`config.mk`:
```
export PLATFORM = sky130hd
export DESIGN_NAME = c2tlb_span
export DESIGN_NICKNAME = d
export VERILOG_FILES = /design/src/rtl/c2tlb_pkg.sv /design/src/rtl/c2tlb_span.sv
export SDC_FILE = /design/constraint.sdc
export NUM_CORES = 1
export LEC_CHECK = 0
export BUFFER_PORTS_ARGS = -buffer_cell sky130_fd_sc_hd__buf_2
export CAP_MARGIN = 20
export CORE_MARGIN = 5
export CORE_UTILIZATION = 55
export CTS_CLUSTER_SIZE = 25
export DETAILED_ROUTE_END_ITERATION = 10
export PLACE_DENSITY = 0.82
export SETUP_SLACK_MARGIN = 0.5
export SYNTH_ARGS = -nofsm -noshare
export SYNTH_HDL_FRONTEND = slang
export SYNTH_SLANG_ARGS = --single-unit
```
`constraint.sdc`:
```
create_clock -name clock -period 6.2 [get_ports clock]
set_clock_uncertainty 0.2 [all_clocks]
set_input_delay 1.24 -clock clock [delete_from_list [all_inputs] [get_ports clock]]
set_output_delay 1.24 -clock clock [all_outputs]
set_load 0.01 [all_outputs]
```
`src/rtl/c2tlb_pkg.sv`:
```
// ----------------------------------------------------------------------------
// c2tlb_pkg: shared types and constants
// Request action codes, register indexes and fixed field widths.
// ----------------------------------------------------------------------------
package c2tlb_pkg;

   localparam int DATA_W      = 32;
   localparam int POS_W       = DATA_W + 1;
   localparam int USED_W      = 6;
   localparam int ROWCOL_W    = 5;
   localparam int ACTION_W    = 2;
   localparam int CSR_INDEX_W = 2;

   typedef enum logic [ACTION_W-1:0] {
      ACT_WRITE  = 2'd0,
      ACT_LOOKUP = 2'd1,
      ACT_BOUNDS = 2'd2
   } action_type;

   typedef enum logic [CSR_INDEX_W-1:0] {
      CSR_ROW_OFFSET = 2'd0,
      CSR_COL_OFFSET = 2'd1,
      CSR_ROWS_USED  = 2'd2,
      CSR_COLS_USED  = 2'd3
   } csr_index_type;

endpackage

```
`src/rtl/c2tlb_span.sv`:
```
// ----------------------------------------------------------------------------
// c2tlb_span: index range for one dimension
// Two register stages: offset removal, then clamp or intersect with the
// used range (empty intersection falls back to the whole used range).
// ----------------------------------------------------------------------------
module c2tlb_span #(
   parameter int DIM_MAX = 32,
   parameter int IW      = 5
) (
   input  logic                                  clock,
   input  logic                                  load,
   input  logic                                  point,
   input  logic signed [c2tlb_pkg::DATA_W-1:0]   lo,
   input  logic signed [c2tlb_pkg::DATA_W-1:0]   hi,
   input  logic signed [c2tlb_pkg::DATA_W-1:0]   offset,
   input  logic [c2tlb_pkg::USED_W-1:0]          used,
   output logic [IW-1:0]                         first,
   output logic [IW-1:0]                         last
);

   import c2tlb_pkg::*;

   logic signed [POS_W-1:0] lo_p_ff, lo_p_in;
   logic signed [POS_W-1:0] hi_p_ff, hi_p_in;
   logic                    point_ff;
   logic [IW-1:0]           lim_ff, lim_in;
   logic [IW-1:0]           first_ff, first_in;
   logic [IW-1:0]           last_ff, last_in;
   logic signed [POS_W-1:0] lim_s;
   logic                    empty;

   always_comb begin
      lo_p_in = POS_W'(lo) - POS_W'(offset);
      hi_p_in = POS_W'(hi) - POS_W'(offset);
      if (used == '0) begin
         lim_in = '0;
      end else if (int'(used) > DIM_MAX) begin
         lim_in = IW'(DIM_MAX - 1);
      end else begin
         lim_in = IW'(used - USED_W'(1));
      end
   end

   always_ff @(posedge clock) begin
      if (load) begin
         lo_p_ff  <= lo_p_in;
         hi_p_ff  <= hi_p_in;
         point_ff <= point;
         lim_ff   <= lim_in;
      end
   end

   assign lim_s = signed'(POS_W'(lim_ff));
   assign empty = (lo_p_ff > hi_p_ff) || (lo_p_ff > lim_s) || (hi_p_ff < 0);

   always_comb begin
      if (point_ff) begin
         if (lo_p_ff < 0) begin
            first_in = '0;
         end else if (lo_p_ff > lim_s) begin
            first_in = lim_ff;
         end else begin
            first_in = IW'(lo_p_ff);
         end
         last_in = first_in;
      end else if (empty) begin
         first_in = '0;
         last_in  = lim_ff;
      end else begin
         first_in = (lo_p_ff < 0) ? '0 : IW'(lo_p_ff);
         last_in  = (hi_p_ff > lim_s) ? lim_ff : IW'(hi_p_ff);
      end
   end

   always_ff @(posedge clock) begin
      first_ff <= first_in;
      last_ff  <= last_in;
   end

   assign first = first_ff;
   assign last  = last_ff;

endmodule

```
==> impl_metrics.py, run 1 <==
metrics = {
    "synthesis": {
        "yosys_warnings": 0,
        "async_flop_share_pct": 0,
        "synth_seq_area_share_pct": 32.94,
        "synth.top_cell.area_share_pct": 30.15,
        "yosysTopAreaCell": "edfxtp_1",
        "synth_nets": 993,
        "syn_area_um2": 7172,
        "synth_area_leaders": "edfxtp_1 (30%), ha_1 (19%), inv_1 (5.3%), xnor2_1 (4.6%), a21oi_1 (4.6%)",
        "synth_edf_count": 72,
        "synth-main-ff-cell": "edfxtp_1",
        "synth-seq-cells": 82,
        "synth.distinct_cells": 62,
        "avgSynthCellArea_um2": 9.218,
        "synthCells": 778,
    },
    "grt": {
        "first_global_vias": 5773,
        "grt_max_degree": 45,
        "grt.total_usage_pct": 21.61,
        "grt_pass1_wl_um": 26510,
        "antenna_found_initial": 0,
        "overflow": 0,
    },
    "clock_network": {
        "cts_hold_buf": 0,
        "cts_buffer_depth": 2,
        "cts_made_buffers": 9,
        "root_buffer": "clkbuf_16",
        "cts_resized": 0,
        "cts_setup_buffers": 0,
        "clock_latency_ps": 350,
        "path_clk_slew_ps": 60,
        "h-tree-depth": 3,
        "cts_num_sinks": 82,
        "cts_tree": "built",
    },
    "setup_path": {
        "path_buf_inv": 2,
        "crit_family": "compound AO/OA/AOI/OAI gates",
        "crit_path_start_kind": "input port",
        "crit_arrival_ps": 4000,
        "path_class": "input port to flip-flop",
        "max_stage_delay_ps": 460,
        "path_common_cell": "a21oi_1",
        "path_cells": "buf_2 -> inv_1 -> ha_1 -> fa_1 -> nor2b_1 -> o31a_1 -> o31ai_1 -> a21oi_1 -> o31ai_2 -> o22ai_1 -> a21oi_1 -> a21oi_1 -> xor2_1",
        "end_kind": "flip-flop",
        "required_ps": 6100,
        "cp_max_fo": 4,
        "crit_slowest_cell": "o31ai_1",
    },
    "power": {
        "total_power_mw": 1.954,
        "irDropWorstVdd_v": 0.0001486,
        "p_per_area_nw_per_um2": 237.6,
        "leakagePower_nw": 3.919,
    },
    "die": {
        "fp.dieH_um": 124.2,
        "coreArea_um2": 12720,
        "ioPinCount": 115,
        "rows": 41,
        "die_area_um2": 15420,
        "fp.dieW_um": 124.2,
        "start_util_pct": 56.37,
    },
    "finish": {
        "syn2layout_area_growth_pct": 14.67,
        "design_area_um2": 8224,
        "drive_gt1_share_pct": 15.89,
        "num_antenna_cells": 0,
        "nNetsFinal": 1110,
        "fin_cells": 1072,
        "n_fill_cell": 1079,
    },
    "timing": {
        "setup_violations": 0,
        "worst_slew_pin_slew_ps": 710.7,
        "hold_viol_final": 0,
        "drv_slew": 0,
        "finalCritPeriodShare_pct": 66.23,
        "rsz0062_at_grt": "false",
        "period_minus_slack_ps": 4107,
        "setup_tns_ps": 0,
        "slew_headroom_pct": 52.62,
        "fmax_ghz": 0.2435,
    },
    "placement": {
        "postPlaceCellArea_um2": 7929,
        "dp_cells": 1056,
        "place_congestion": 0.9209,
        "portBuffers": 114,
        "dp_hpwl_um": 13430,
    },
    "detailed_routing": {
        "postRouteAntennaNets": 0,
        "drt-wirelength-per-cell_um": 15.35,
        "totalWireLength_um": 16450,
        "drt_pre_antenna_iters": 5,
        "dr.first_iter.drc_count": 375,
        "drc_errors": 0,
        "dr_total_vias": 6138,
        "vias_per_cell": 5.726,
    },
    "run": {
        "cap_viol_max_count": 0,
    },
    "worst_hold_path": {
        "hold_path_class": "flip-flop to flip-flop",
    },
    "status": {
        "outcome": "finished, final reports clean",
    },
}
==> final timing paths <==
path,from,endpoint,slack (ps),cells past startpoint
min reg2reg,lim_ff[1],last[1],380,2
max,hi[0],hi_p_ff[30],2090,13
min,lim_ff[1],last[1],380,2
max reg2reg,lo_p_ff[2],last[0],3150,10
==> metal layers <==
metal  routed length, um  share of wire (%)  vias up  GRT usage, %
li1                    -                  -     3095             -
met1                7335                 45     2862         27.73
met2                8082                 49      163         37.64
met3                 854                5.2       18         3.633
met4                 182                1.1        0         5.955
met5                   0                  0        -             0
==> tightest hold or removal path, delay by kind of cell, from the launching register on <==
kind | cells | cell delay, ps
muxes | 1 | 70
DFF | 1 | 350
AOI/OAI and AO/OA | 1 | 110
==> through the flow <==
step           hold WS, ps  setup slack [ps]  util [%]
4_1_cts              384.5              2114     64.64
5_1_grt              422.0              1832     64.64
2_1_floorplan        323.9              2197         -
6_report             382.6              2093     64.64
3_5_place_dp         359.6              1742     62.32
3_3_place_gp         370.6              1881     62.32
==> power by group <==
part           internal (mW)  leakage [nW]  switching, mW
clock network          0.311         0.145          0.219
registers              0.714         0.789         0.0572
logic                  0.292          2.99          0.360
==> cells in the mapped netlist (13+ instances only) <==
master      n
a21o_1     43
a21oi_1    66
edfxtp_1   72
ha_1      108
inv_1     101
nand2_1    34
nand4_1    13
nor2_1     53
nor3_1     14
nor4_1     16
o21a_1     15
o21ai_0    40
xnor2_1    38
==> state kept, by name (all words and copies together), names as in the netlist <==
register  cells
point_ff      1
lo_p_ff      33
hi_p_ff      33
lim_ff        5
first         5
last          5
==> cell families (layout without fill, tap and decap cells) <==
kind of cell | count (synthesis) | in the layout | synth area share, %
AOI/OAI and AO/OA | 241 | 241 | 22.63
DFF | 82 | 82 | 32.94
buffers and inverters | 110 | 232 | 5.792
xor gates and xnor gates | 50 | 50 | 6.106
and+or+nand+nor | 179 | 179 | 12.30
muxes | 6 | 6 | 0.8374
adders and majority gates | 110 | 110 | 19.40
==> layout by cell type, fill, tap and decap left out, types with 7 or more instances in the layout <==
cell       instances
o21a_1            15
xnor2_1           38
o22ai_1            7
o21ai_0           40
nor2_1            53
xor2_1            12
o211ai_1           9
a31oi_1            7
ha_1             108
clkbuf_16          9
inv_1            101
edfxtp_1          72
nand3_1           12
buf_2            114
a21oi_1           66
nor3_1            14
nand2b_1          11
dfxtp_1           10
nand2_1           34
nor4_1            16
nand4_1           13
a21o_1            43
==> cell type report <==
type | count | area (um2) | area share [%]
clock buffer | 9 | 225.2 | 2.738
clock inverter | 7 | 70.07 | 0.8520
inverter | 101 | 379.1 | 4.610
multi-input combinational | 586 | 4394 | 53.43
sequential | 82 | 2362 | 28.72
tap | 172 | 215.2 | 2.617
timing repair buffer | 115 | 578.1 | 7.029
(Power assumes the default switching activity.)
==> inputs of run 2 (changes only) <==
==> constraint.sdc (replaced) <==
create_clock -name clock -period 4.1 [get_ports clock]
set_clock_uncertainty 0.2 [all_clocks]
set_input_delay 0.82 -clock clock [delete_from_list [all_inputs] [get_ports clock]]
set_output_delay 0.82 -clock clock [all_outputs]
set_load 0.01 [all_outputs]
==> run 2 against run 1 <==
Against the previous run: cell count grew 0.47%; sequential cell count is the same; sequential power grew 52%; clock power grew 43%; critical path depth shrank 1; global-route usage shrank 0.54 points; count of clock-buffer cells in the layout is the same; worst setup slack lost 1500 ps; die area is the same; routed wire length shrank 1.4%; largest cell class unchanged.
==> impl_metrics.py, run 2 (synthesized netlist as in run 1, its figures left out) <==
metrics = {
    "timing": {
        "worst_slew_pin_slew_ps": 876.2,
        "rsz0062_at_grt": "false",
        "finalCritPeriodShare_pct": 86.19,
        "setup_tns_ps": 0,
        "hold_viol_final": 0,
        "fmax_ghz": 0.2830,
        "period_minus_slack_ps": 3534,
        "slew_headroom_pct": 41.59,
        "setup_violations": 0,
        "setup_ws_ps": 566.2,
        "drv_slew": 0,
    },
    "clock_network": {
        "clock_latency_ps": 330,
        "root_buffer": "clkbuf_16",
        "path_clk_slew_ps": 60,
        "cts_made_buffers": 9,
        "cts_num_sinks": 82,
        "cts_tree": "built",
        "h-tree-depth": 3,
        "cts_buffer_depth": 2,
    },
    "run": {
        "cap_viol_max_count": 0,
    },
    "finish": {
        "syn2layout_area_growth_pct": 15.54,
        "final_common_cell": "buf_2",
        "drive_gt1_share_pct": 16.46,
        "final_util_pct": 65.14,
        "layout_common_cells": "buf_2 (114), ha_1 (108), inv_1 (101)",
        "nNetsFinal": 1116,
        "fin_cells": 1077,
        "largest_registers": "hi_p_ff x33, lo_p_ff x33",
        "num_antenna_cells": 0,
    },
    "power": {
        "leakagePower_nw": 3.947,
        "p_per_area_nw_per_um2": 352.9,
        "irDropWorstVdd_v": 0.0002149,
    },
    "placement": {
        "place_congestion": 0.9156,
        "dp_hpwl_um": 13430,
        "dp_cells": 1062,
        "place_ws_ps": 106.5,
        "portBuffers": 114,
    },
    "setup_path": {
        "cp_max_fo": 6,
        "path_cells": "buf_2 -> ha_1 -> fa_1 -> and2b_1 -> o21ai_1 -> a21boi_2 -> o21ai_2 -> a21oi_4 -> a41oi_4 -> o31a_1 -> or3_1 -> xnor2_1",
        "end_kind": "flip-flop",
        "path_class": "input port to flip-flop",
        "required_ps": 3980,
        "crit_arrival_ps": 3410,
        "crit_slowest_cell": "fa_1",
        "max_stage_delay_ps": 400,
        "crit_path_start_kind": "input port",
    },
    "detailed_routing": {
        "drt_pre_antenna_iters": 5,
        "drc_errors": 0,
        "dr.first_iter.drc_count": 384,
        "vias_per_cell": 5.661,
        "drt-wirelength-per-cell_um": 15.07,
        "postRouteAntennaNets": 0,
        "totalWireLength_um": 16230,
        "dr_total_vias": 6097,
    },
    "die": {
        "ioPinCount": 115,
        "die_area_um2": 15420,
        "coreArea_um2": 12720,
        "rows": 41,
        "start_util_pct": 56.37,
        "fp.dieH_um": 124.2,
        "fp.dieW_um": 124.2,
    },
    "grt": {
        "grt_max_degree": 38,
        "first_global_vias": 5852,
        "grt.total_usage_pct": 21.06,
        "antenna_found_initial": 0,
        "overflow": 0,
        "grt_pass1_wl_um": 26190,
    },
    "worst_hold_path": {
        "hold_path_class": "flip-flop to flip-flop",
    },
    "status": {
        "outcome": "finished, final reports clean",
    },
}
==> run 2: cell count changes in the layout (fill, tap and decap cells not counted) <==
| cell | change |
|---|---|
| buf_4 | +5 |
| a221oi_1 | -1 |
| a21oi_2 | +1 |
| a21oi_1 | -1 |
| clkinv_1 | +2 |
| a221oi_2 | +1 |
| clkinv_2 | -2 |
| clkinv_4 | -1 |
| o22ai_1 | -1 |
| o22ai_2 | +1 |
| buf_12 | +1 |
==> run 2: final timing paths <==
check                 to  cells past startpoint        from  slack, ps
min              last[2]                      2   lim_ff[2]        380
min reg2reg      last[2]                      2   lim_ff[2]        380
max          lo_p_ff[26]                     12   offset[0]        570
max reg2reg      last[4]                     10  lo_p_ff[1]       1040
==> run 2: worst max-delay path, delay by kind of cell <==
kind	cells	cell delay [ps]
xor gates and xnor gates	1	130
buffers and inverters	1	110
adders and majority gates	2	630
and+or+nand+nor	2	610
AOI/OAI and AO/OA	6	1110
==> run 2: through the flow <==
stage | power (mW) | cell area (um2) | hold slack [ps]
2_1_floorplan | 1.865 | 7172 | 323.9
3_3_place_gp | 2.137 | 7986 | 359.5
3_5_place_dp | 2.161 | 7986 | 376.3
4_1_cts | 2.924 | 8277 | 378.0
5_1_grt | 3.110 | 8287 | 425.0
6_report | 2.924 | 8287 | 375.6
==> run 2: routing by layer <==
| metal | track usage (%) | part of all wire [%] | vias to the layer above | wire, um |
|---|---|---|---|---|
| li1 | - | - | 3107 | - |
| met1 | 26.85 | 44 | 2808 | 7213 |
| met2 | 37.09 | 49 | 161 | 7985 |
| met3 | 3.451 | 4.7 | 21 | 762 |
| met4 | 5.544 | 1.6 | 0 | 266 |
| met5 | 0 | 0 | - | 0 |
==> run 2: power breakdown <==
group	leakage [nW]	switching [mW]	internal (mW)	total [mW]
Clock	0.136	0.296	0.463	0.759
Sequential	0.789	0.0904	1.08	1.17
Combinational	3.02	0.543	0.450	0.994
==> run 2: area by class of cell <==
type,instances,area (um2)
fill,1112,4436
multi-input combinational,586,4410
sequential,82,2362
timing repair buffer,121,635.6
inverter,101,379.1
clock buffer,9,225.2
tap,172,215.2
clock inverter,6,58.81
==> run 2: what timing repair did <==
action                     in CTS  in global routing
buffers inserted                0                  0
pin swaps                       0                  0
gates resized for setup         1                  2
gates cloned                    0                  0
setup endpoints to repair       2                  3
hold buffers                    0                  0
